===== src/sv/ppurf_ram.sv =====
// ----------------------------------------------------------------------------
// ppurf_ram
// Generic single-port synchronous RAM with registered read data.
// ----------------------------------------------------------------------------
`timescale 1ns / 1ps
`default_nettype none

module ppurf_ram #(
  parameter int WIDTH = 8,
  parameter int DEPTH = 256,
  localparam int AW   = $clog2(DEPTH)
) (
  input  wire logic             clk_i,
  input  wire logic             we_i,
  input  wire logic [AW-1:0]    addr_i,
  input  wire logic [WIDTH-1:0] wdata_i,
  output logic      [WIDTH-1:0] rdata_o
);

  logic [WIDTH-1:0] mem_q [DEPTH];

  // write and registered read
  always_ff @(posedge clk_i) begin
    if (we_i) begin
      mem_q[addr_i] <= wdata_i;
    end
    rdata_o <= mem_q[addr_i];
  end

endmodule

`default_nettype wire


===== config.mk =====
export PLATFORM = sky130hd
export DESIGN_NAME = ppurf_ram
export DESIGN_NICKNAME = d
export VERILOG_FILES = /design/src/sv/ppurf_ram.sv
export SDC_FILE = /design/constraint.sdc
export NUM_CORES = 2
export LEC_CHECK = 0
export BUFFER_PORTS_ARGS = -buffer_cell sky130_fd_sc_hd__clkbuf_2
export CAP_MARGIN = 10
export CORE_MARGIN = 5
export CORE_UTILIZATION = 55
export DETAILED_ROUTE_END_ITERATION = 6
export PLACE_DENSITY = 0.71
export SYNTH_ARGS = -nofsm -noshare
export SYNTH_HDL_FRONTEND = slang
export SYNTH_SLANG_ARGS = --single-unit

===== constraint.sdc =====
create_clock -name clk_i -period 3.6 [get_ports clk_i]
set_clock_uncertainty 0.1 [all_clocks]
set_input_delay 0.36 -clock clk_i [delete_from_list [all_inputs] [get_ports clk_i]]
set_output_delay 0.36 -clock clk_i [all_outputs]
set_load 0.05 [all_outputs]

# Word-level counts from Yosys, hierarchy flattened
# Memory sizes are Yosys's and may differ from the RTL's. A register that Yosys moved wholly into a read port is not among the register bits.
# Cells that the tools add are included.
# W data, S select, Z words.
# word_totals
ff_bits	0
ram_bits	2048
in_bits	18
word_cells	3
mem_count	1
# mem_list
memory	words	word_bits	read_ports	rd_clocked_by_memory_dff	wr	line_no	text
mem_q	256	8	1	1	1	20	logic [WIDTH-1:0] mem_q [DEPTH];
# classes
mux	2
# op_table
cell	count
$mux W1	2

# Longest topological paths before layout
# depth
depth_word	2
depth_mapped	10

# Worst setup path after synthesis
# Ideal clock, no wire load.
# synth_path
kind	input to register
from	input port addr_i[1]
to	memory mem_q[111][0] (enable)
setup_ns	0.370
t_arrival_ns	2.209
t_required_ns	3.130
setup_slack_ns	0.921
cell_stages	9
cell_sequence	buf_2 -> clkbuf_1 -> clkbuf_1 -> nand2_1 -> buf_2 -> nor2_1 -> nand2_1 -> clkbuf_1 -> nor2_1
# synth_lines
item	line_no	text
start, declared	15	input wire logic [AW-1:0] addr_i,
end, declared	20	
# Straight into the memory's write port.

==> reports/results.ini <==
[status]
status = finished, violations left
violations = negative hold slack

[grt]
grt_max_degree = 147
antenna_found_initial = 9
gr-total-overflow = 0
grt_pass1_vias = 40086
grtUsageTotal_pct = 25.5
grt_pass1_wl_um = 280000

[floorplanning]
die_w_um = 388
rows = 138
die_area_um2 = 150000
io_pins = 26
die_h_um = 388
core_um2 = 142000
initial_utilization_pct = 55.4

[placement]
pre_cts_slack_ns = -0.187
place_hpwl_um = 114000
place_area_um2 = 83900
place.port_buffers = 25
gp_congestion = 0.817

[final_layout]
final_area_um2 = 90200
nets = 4003
area_growth_pct = 14.9
drive_gt1_share_pct = 30.1

[sta]
finalSetupViolations = 0
rsz0062_at_grt = no
timing_hold_violations_final = 2
timing.fmax_mhz = 325
max_slew_margin_pct = 8.45
post-route-period-util_pct = 85.5
slew_viol_final = 0
whs_ns = -0.00715
min_period_ns = 3.08
worst_pin_slew_ns = 1.36
fin_ws_ns = 0.521

[pwr]
power.internal_uw = 38500
pwr-share-comb_pct = 4.8
p_seq_share_pct = 54.2
pwr_density_cell_nw_per_um2 = 541
ir_drop_mv = 0.383
switching_power_uw = 10300
p_clk_share_pct = 41.0
p_leak_uw = 0.0283
swShare_pct = 21.1

[synthesis]
ys_ff_latch = 2056
synth_mux_area_share_pct = 14.7
synth_top_flop_cell = edfxtp_1
ys_types = 22
synth-simple-area-share_pct = 1.73
netlist_area_um2 = 78500
synthArstFlopShare_pct = 0
synth_xor_area_share_pct = 0
yosys_warnings = 0
yosys.area_share.adder_pct = 0
synth_cells = 3547
synth_edf_count = 2048
synth_top_family_by_area = multiplexers
synth.avg_cell_area_um2 = 22.1
synth-seq-area-share_pct = 78.6
synth.net_count = 3565
synth-compound-area-share_pct = 3.62

[min_path]
whs_path_depth = 1
hold_class = primary input to flop

[route]
drt-total-wl_um = 190000
wl_per_cell_um = 31.4
via_per_inst = 6.52
ant_nets = 0
drt_first_pass_iters = 6
drc = 0
drtIter0Drc = 5337
vias = 39388

[worst_setup_path]
cp-end-kind = flop
path_class = primary input to flop
crit_required_ns = 4.14
cp.arrival_ns = 3.62
worstRegToRegCells = 5
rrSetupSlack_ns = 0.55
crit_path_max_fanout = 43
start_kind = primary input

[clocking]
cts_sinks = 2056
cts_root_buffer = clkbuf_16
clkLatencyLatePin_ns = 0.83
clock_path_buffers = 3
clk_pin_slew_ns = 0.06
cts_buffers = 198
cts_resized = 0
cts_htree_levels = 4
cts_tree = yes

[run]
max_cap_violations = 0

==> kinds of logic after synthesis <==
family                 count (synthesis)
DFF                                 2056
muxes                                512
AOI/OAI and AO/OA                    416
and+or+nand+nor                      330
buffers and inverters                233
==> per-stage QoR <==
| stage | instances | TNS, ns | power (uW) | util (%) |
|---|---|---|---|---|
| final | 6042 | 0 | 48800 | 63.6 |
| after global routing | 6038 | 0 | 50300 | 63.6 |
| after CTS | 6038 | 0 | 49000 | 63.6 |
| after detailed placement | 5670 | -0.379 | 29300 | 59.2 |
| after global placement | 5670 | -0.385 | 29200 | 59.2 |
| after floorplan | 3547 | 0 | 28100 | - |
==> cell usage in the layout (no fill, tap or decap), types with 2 or more instances in the layout <==
cell	instances
a21oi_1	128
a22oi_1	256
and2_1	2
buf_12	45
buf_4	395
buf_8	7
bufinv_16	14
clkbuf_1	52
clkbuf_16	198
clkbuf_2	15
clkbuf_8	7
clkinv_1	49
clkinv_2	24
clkinv_4	2
clkinv_8	5
clkinvlp_4	3
dfxtp_1	8
diode_2	4
dlygate4sd3_1	5
edfxtp_1	2048
inv_16	5
inv_6	7
mux4_2	512
nand2_1	27
nand2b_1	4
nand2b_2	2
nand3_1	11
nand3_2	2
nand4_1	8
nor2_1	231
nor2b_1	5
nor2b_4	2
nor3_1	30
o41ai_1	32
or2_2	2
==> worst max-delay path: stages <==
cell and delay [ns]:
buf_8 0.27, buf_12 0.36, buf_4 0.37, mux4_2 0.54, a22oi_1 0.27, a21oi_1 0.13
o41ai_1 1.08, nand4_1 0.15
==> cell usage after synthesis, types with 16 or more instances <==
cell type | instances | share of area, %
edfxtp_1 | 2048 | 78
mux4_2 | 512 | 15
a22oi_1 | 256 | 2.4
nor2_1 | 232 | 1.1
clkbuf_1 | 145 | 0.69
a21oi_1 | 128 | 0.82
buf_2 | 36 | 0.23
o41ai_1 | 32 | 0.36
nor3_1 | 30 | 0.19
nand2_1 | 28 | 0.13
buf_1 | 19 | 0.091
buf_4 | 16 | 0.15
buf_6 | 16 | 0.23
==> routing by layer <==
layer	share of wire, %	vias up	track usage (%)
li1	-	15976	-
met1	38	20755	37.0
met2	48	2309	39.8
met3	11	344	5.58
met4	3.1	4	7.91
met5	0.014	-	0
==> power groups by stage <==
stage	Sequential [uW]	Combinational [uW]	Clock, uW
2_1_floorplan	27000	1170	0
3_3_place_gp	26900	2290	0
3_5_place_dp	26900	2340	0
4_1_cts	26400	2350	20300
5_1_grt	26400	2470	21400
6_report	26400	2350	20000
==> repair_timing <==
item | in CTS | in global routing
hold endpoints to repair | 129 | 0
hold buffers | 5 | 0
setup buffers | 0 | 0
==> path summary, 6_finish.rpt <==
check | start | endpoint
setup / recovery | addr_i[0] | rdata_o[6]
hold / removal | wdata_i[2] | mem_q[186][2]
setup reg to reg | mem_q[40][6] | rdata_o[6]
hold reg to reg | mem_q[19][5] | rdata_o[5]
==> area by class of cell <==
cell class | count | area, um^2
clock inverters | 109 | 1010
clock buffers | 254 | 5200
well taps | 1890 | 2360
multi-input cells | 1258 | 15800
inverters | 1 | 3.75
flip-flops and latches | 2056 | 61700
fillers | 9179 | 51600
repair buffers | 470 | 4140
diodes | 4 | 10.0
==> flip-flops by register name, summed over array words and instances (netlist names) <==
signal   flops
mem_q     2048
rdata_o      8
No activity file was read; power rests on OpenSTA's default activity.
