## src/sv/ppurf_pkg.sv

```systemverilog
// ----------------------------------------------------------------------------
// ppurf_pkg
// Shared types and constants for the register port and frame timing block.
// ----------------------------------------------------------------------------
`timescale 1ns / 1ps
`default_nettype none

package ppurf_pkg;

  // item kinds
  typedef enum logic [1:0] {
    KIND_READ  = 2'd0,
    KIND_WRITE = 2'd1,
    KIND_TICK  = 2'd2,
    KIND_NONE  = 2'd3
  } kind_e;

  // register numbers
  typedef enum logic [2:0] {
    REG_CTRL     = 3'd0,
    REG_MASK     = 3'd1,
    REG_STATUS   = 3'd2,
    REG_OAM_ADDR = 3'd3,
    REG_OAM_DATA = 3'd4,
    REG_SCROLL   = 3'd5,
    REG_ADDR     = 3'd6,
    REG_DATA     = 3'd7
  } reg_e;

  localparam int DATA_W  = 8;
  localparam int VADDR_W = 14;
  localparam int CNT_W   = 9;

  localparam int SPRITE_BYTES  = 256;
  localparam int PALETTE_BYTES = 32;
  localparam int SPR_AW        = $clog2(SPRITE_BYTES);
  localparam int PAL_AW        = $clog2(PALETTE_BYTES);

  // video address map
  localparam logic [VADDR_W-1:0] NAME_BASE    = 14'h2000;
  localparam logic [VADDR_W-1:0] PALETTE_BASE = 14'h3F00;
  localparam logic [VADDR_W-1:0] ROW_STEP     = 14'd32;
  localparam logic [VADDR_W-1:0] COL_STEP     = 14'd1;

  // frame timing
  localparam logic [CNT_W-1:0] DOTS_PER_LINE   = 9'd341;
  localparam logic [CNT_W-1:0] VBLANK_LINE     = 9'd241;
  localparam logic [CNT_W-1:0] LINES_PER_FRAME = 9'd262;

  // request into the video memory
  typedef struct packed {
    logic                clear;
    logic                write;
    logic [VADDR_W-1:0]  addr;
    logic [DATA_W-1:0]   wdata;
  } vreq_t;

  // timing events if a tick were taken now
  typedef struct packed {
    logic vblank_enter;
    logic frame_wrap;
  } tmg_t;

endpackage

`default_nettype wire

```

## src/sv/ppurf_timing.sv

```systemverilog
// ----------------------------------------------------------------------------
// ppurf_timing
// Dot and line counters; flags vblank entry and frame wrap for the next tick.
// ----------------------------------------------------------------------------
`timescale 1ns / 1ps
`default_nettype none

module ppurf_timing import ppurf_pkg::*; (
  input  wire logic clk_i,
  input  wire logic rst_ni,
  input  wire logic tick_i,
  output tmg_t      evt_o
);

  logic [CNT_W-1:0] dot_q, dot_d;
  logic [CNT_W-1:0] line_q, line_d;
  logic [CNT_W-1:0] dot_inc, line_inc;
  logic             line_end;

  // next counter values
  always_comb begin
    dot_inc  = dot_q + 9'd1;
    line_inc = line_q + 9'd1;
    line_end = (dot_inc == DOTS_PER_LINE);
    evt_o.vblank_enter = line_end && (line_inc == VBLANK_LINE);
    evt_o.frame_wrap   = line_end && (line_inc == LINES_PER_FRAME);
    dot_d  = dot_q;
    line_d = line_q;
    if (tick_i) begin
      if (line_end) begin
        dot_d  = '0;
        line_d = evt_o.frame_wrap ? '0 : line_inc;
      end else begin
        dot_d = dot_inc;
      end
    end
  end

  // counter registers
  always_ff @(posedge clk_i or negedge rst_ni) begin
    if (!rst_ni) begin
      dot_q  <= '0;
      line_q <= '0;
    end else begin
      dot_q  <= dot_d;
      line_q <= line_d;
    end
  end

endmodule

`default_nettype wire

```

## config.mk

```make
export PLATFORM = sky130hd
export DESIGN_NAME = ppurf_timing
export DESIGN_NICKNAME = d
export VERILOG_FILES = /design/src/sv/ppurf_pkg.sv /design/src/sv/ppurf_timing.sv
export SDC_FILE = /design/constraint.sdc
export NUM_CORES = 1
export LEC_CHECK = 0
export BUFFER_PORTS_ARGS = -buffer_cell sky130_fd_sc_hd__buf_2
export CAP_MARGIN = 20
export CORE_UTILIZATION = 40
export DETAILED_ROUTE_END_ITERATION = 6
export PLACE_DENSITY_LB_ADDON = 0.12
export SLEW_MARGIN = 20
export SYNTH_ARGS = -nofsm -noshare
export SYNTH_HDL_FRONTEND = slang
export SYNTH_SLANG_ARGS = --single-unit
```

## constraint.sdc

```tcl
create_clock -name clk_i -period 2.1 [get_ports clk_i]
set_clock_uncertainty 0.05 [all_clocks]
set_input_delay 0.42 -clock clk_i [delete_from_list [all_inputs] [get_ports clk_i]]
set_output_delay 0.42 -clock clk_i [all_outputs]
set_load 0.02 [all_outputs]
```

======== Yosys cells after proc, flatten, opt, wreduce, memory -nomap -nowiden ========
Cells that the tools add are included.
storage, ports and cells
  flip-flop bits (word level) ............. 18
  bits in latches ......................... 0
  memory bits (writable) .................. 0
  memory bits (read-only) ................. 0
  bits of input ports ..................... 3
  memories ................................ 0
operators by class
  add/sub/neg operators ................... 2
  multiply operators ...................... 0
  div/mod/pow operators ................... 0
  $lt $le $gt $ge ......................... 0
  equal/unequal tests ..................... 3
  shift-type cells ........................ 0
  mux-type cells .......................... 2
  bitwise logic cells ..................... 0
  reduce and logical (&&, ||, !) cells .... 3
operators by type and width
  operator                                        number
  adder 9 x 1 -> 9 bit (second input constant)    2
  == test 9 bit (second input constant)           2
  2-to-1 mux 9 bit                                2
  == test 9 x 8 -> 1 bit (second input constant)  1
  logical AND 1 bit                               2
  AND reduction 2 bit                             1

======== Depth between registers and ports, before layout ========
  depth after elaboration ................. 4
  mapped depth ............................ 7

======== Worst setup path after synthesis ========
No wires, ideal clock.
  path kind ............................... register to output
  from .................................... register dot_q[2]
  to ...................................... output evt_o[1] (netlist name)
  data arrival time ....................... 2059 ps
  data required time ...................... 1630 ps
  slack ................................... -429 ps
  stages on the path, launching flop included .. 6
  path buffers ............................ 0
  path through ............................ dfrtp_1 > and3_4 > or4_4 > a21oi_4 > nand2_2 > nor4_1
RTL lines
  item                    RTL line            text
  from (decl)             ppurf_timing.sv:15  logic [CNT_W-1:0] dot_q, dot_d;
  from (signal assigned)  ppurf_timing.sv:45  dot_q <= dot_d;
  to (decl)               ppurf_timing.sv:12  output tmg_t evt_o

==> summary.md <==
| Metric | Value |
|---|---|
| Status | `complete, but fails checks` |
| Violated checks | `DRC, setup timing` |
| Clock buffer count from CTS | `3` |
| Antenna Nets Post-Route | `0` |
| M2 GR Usage | `0.261` |
| Post-DP HPWL | `1.91 mm` |
| Largest net degree at the start of global routing | `19` |
| Total Power | `about 1000 µW` |
| Die Ht | `57.8 µm` |
| Net count, final | `~170` |
| Clk_lat worst skew | `290 ps` |
| Clock-pin transition on the worst setup and hold timing paths | `about 110 ps` |
| Syn Inst Count | `141` |
| Worst Tran Pin Value | `404 ps` |
| First-pass DRT Iterations | `6` |
| Vias | `1032` |
| IO Pins | `5` |
| Die area | `approximately 3300 µm²` |
| GR Layer Usage met3 | `0.0268` |
| Synth Cell Area | `1250 µm²` |
| Synth top cells by count | `dfrtp_1, nand2_1, nor2_1` |
| Congestion Overflow GR | `0` |
| Comb pwr share | `0.340` |
| Max VDD drop | `about 310 µV` |
| Post-synth ARST share | `1.00` |
| CP Max Fanout | `4` |
| Level count of the clock H-tree | `1` |
| Lkg Pwr | `0.000704 µW` |
| Maximum clock rate | `approximately 0.42 GHz` |
| Post-route DRC | `1` |
| Max_cap viols | `0` |
| Mapped Nets | `149` |
| Antenna diode count | `0` |
| Synth-to-layout area growth | `24.7%` |
| Fin. Hold Viols | `0` |
| Area of the core | `roughly 2900 µm²` |
| Slew Limit Fails | `0` |
| RSZ-0062 raised after global routing | `yes` |
| Vias in the first global route | `962` |
| Yosys warns | `0` |
| Root Driver | `clkbuf_4` |
| Number of setup buffers added after CTS | `0` |
| Min Hold Slack | `roughly 450 ps` |
| Initial antenna violation count | `0` |
| Sequential cell area fraction in the yosys report | `0.361` |
| Sw frac | `0.334` |
| Final setup margin | `-291 ps` |
| WP data required | `approximately 1600 ps` |
| Die W | `approximately 58 µm` |
| CTS tree | `built` |
| Dpl ws | `-37.2 ps` |
| Most common cell in the synthesized netlist | `dfrtp_1` |
| Syn_area_per_cell | `between 8 and 9 µm²` |
| Slew headroom | `0.731` |
| Setup TNS | `-564 ps` |
| Clk pwr share | `0.212` |
| Sinks on Clock Net | `18` |
| DRC marker count from the first detailed-route iteration | `39` |
| Largest cells by area after synthesis | `dfrtp_1, xor2_1, nand2_1` |
| Top FF cell, synth | `dfrtp_1` |
| CP startpoint kind | `register` |
| Largest area contributor in the netlist | `dfrtp_1` |
| Sequential share of power | `0.448` |
| GRT Total Usage | `0.167` |
| Hold Crit Class | `in -> reg` |
| CP arrival | `1920 ps` |
| Crit end category | `primary output` |
| Number of synthesized flops with an enable pin | `0` |
| CTS Buffer Depth | `2` |
| Synth top area share | `0.361` |
| GR met1 Demand/Resource | `0.233` |
| Ratio of final minimum period to clock period | `1.14` |
| FF+latch count, synth | `18` |
| Cell Rows | `19` |
| Cells after DPL | `186` |
| Busiest grt layer | `met2` |
| CP Cell Sequence | `ha_4, and4_4, xor2_1, nand2_1, o22a_1, nor4_4, buf_4` |
| Power Internal | `slightly below 700 µW` |
| CP max stage delay | `400 ps` |
| PortBufs | `4` |
| Slowest cell on crit path | `dfrtp_2` |
| Initial core utilization | `0.437` |
| Pwr dens | `670 nW/µm²` |
| Finished Layout Cells | `191` |
| Gpl congestion | `0.781` |
| Net switching power | `348 µW` |
| Routed wire length | `~2.5 mm` |
| Routed length per instance | `12.9 µm` |
| Final-report setup violation count | `2` |
| Layout cell share with drive strength beyond 1 | `0.319` |
| Vias per cell | `5.40` |
| Global-route wire length before repair | `4.26 mm` |
| Crit Path Category | `reg -> out` |
| Final min period | `~2400 ps` |
| Netlist cell types | `between 40 and 50` |
-- power by group through the flow --
stage | sequential, µW | clock (µW) | combinational (µW)
detailed placement | 475 | 0 | 350
global placement | 473 | 0 | 347
finish | 467 | 221 | 354
CTS | 468 | 231 | 355
global route | 478 | 247 | 399
floorplan | 466 | 0 | 231
-- cell families (layout without fill, tap and decap cells) --
family	Yosys count	count (layout)	share of synthesized area
xor+xnor	11	11	0.0772
mux	2	2	0.0160
flops	18	18	0.361
fa+ha+maj	5	5	0.0502
buf+inv	16	35	0.0602
compound gates	23	23	0.132
simple gates	66	66	0.303
-- registers in the layout (all words and copies together), names as in the netlist --
signal / cells
dot_q: 9
line_q: 9
-- critical path: cells and delay by family (launching register included) --
kind | cells | cell delay [ps]
AND/OR/NAND/NOR | 3 | 560
flip-flops | 1 | 400
AO/OA/AOI/OAI | 1 | 200
buffers and inverters | 1 | 170
XOR/XNOR | 1 | 150
adder cells (fa/ha/maj) | 1 | 140
-- placed cells by master (no fill, tap or decap), types with 3 or more instances in the layout --
master / instances
dfrtp_1: 16
nand2b_1: 3
nor2_1: 8
clkbuf_4: 3
o21ai_0: 9
ha_1: 3
inv_1: 8
and3_1: 4
nand3_1: 6
o21ai_2: 3
xnor2_1: 3
nor3_1: 3
xor2_1: 8
nand4_1: 5
buf_4: 19
nand2_1: 17
-- final timing paths --
path / startpoint / end / slack, ps / depth (start not counted)
max reg2reg: dot_q[0]$_DFFE_PN0P_ / line_q[8]$_DFFE_PN0P_ / 120 / 6
max in group asynchronous: rst_ni / line_q[1]$_DFFE_PN0P_ / 1170 / 2
min: tick_i / dot_q[8]$_DFFE_PN0P_ / 450 / 3
min in group asynchronous: rst_ni / line_q[8]$_DFFE_PN0P_ / 520 / 2
max: line_q[0]$_DFFE_PN0P_ / evt_o[1] / -290 / 7
min reg2reg: dot_q[8]$_DFFE_PN0P_ / dot_q[8]$_DFFE_PN0P_ / 470 / 1
-- metrics by stage --
| stage | instance area, µm² | utilization |
|---|---|---|
| finish | 1560 | 0.545 |
| global route | 1560 | 0.545 |
| CTS | 1550 | 0.543 |
| detailed placement | 1490 | 0.521 |
| global placement | 1490 | 0.521 |
| floorplan | 1330 | - |
-- metal layers --
layer / vias to the layer above / share of wire
li1: 529 / -
met1: 493 / 0.51
met2: 8 / 0.46
met3: 2 / 0.019
met4: 0 / 0.0069
met5: - / 0
-- layout make-up --
class	instances	area, µm²
Fill cell	262	1300
Timing Repair Buffer	23	183
Tap cell	31	38.8
Inverter	8	30.0
Multi-Input combinational cell	107	815
Sequential cell	18	453
Clock buffer	4	36.3
-- what timing repair did --
item                       4_1_cts  5_1_grt
hold endpoints to repair        11        0
pin swaps                        1        1
setup endpoints to repair        2        7
hold buffers                     1        0
resized for setup                3        3
(Power assumes the default switching activity.)
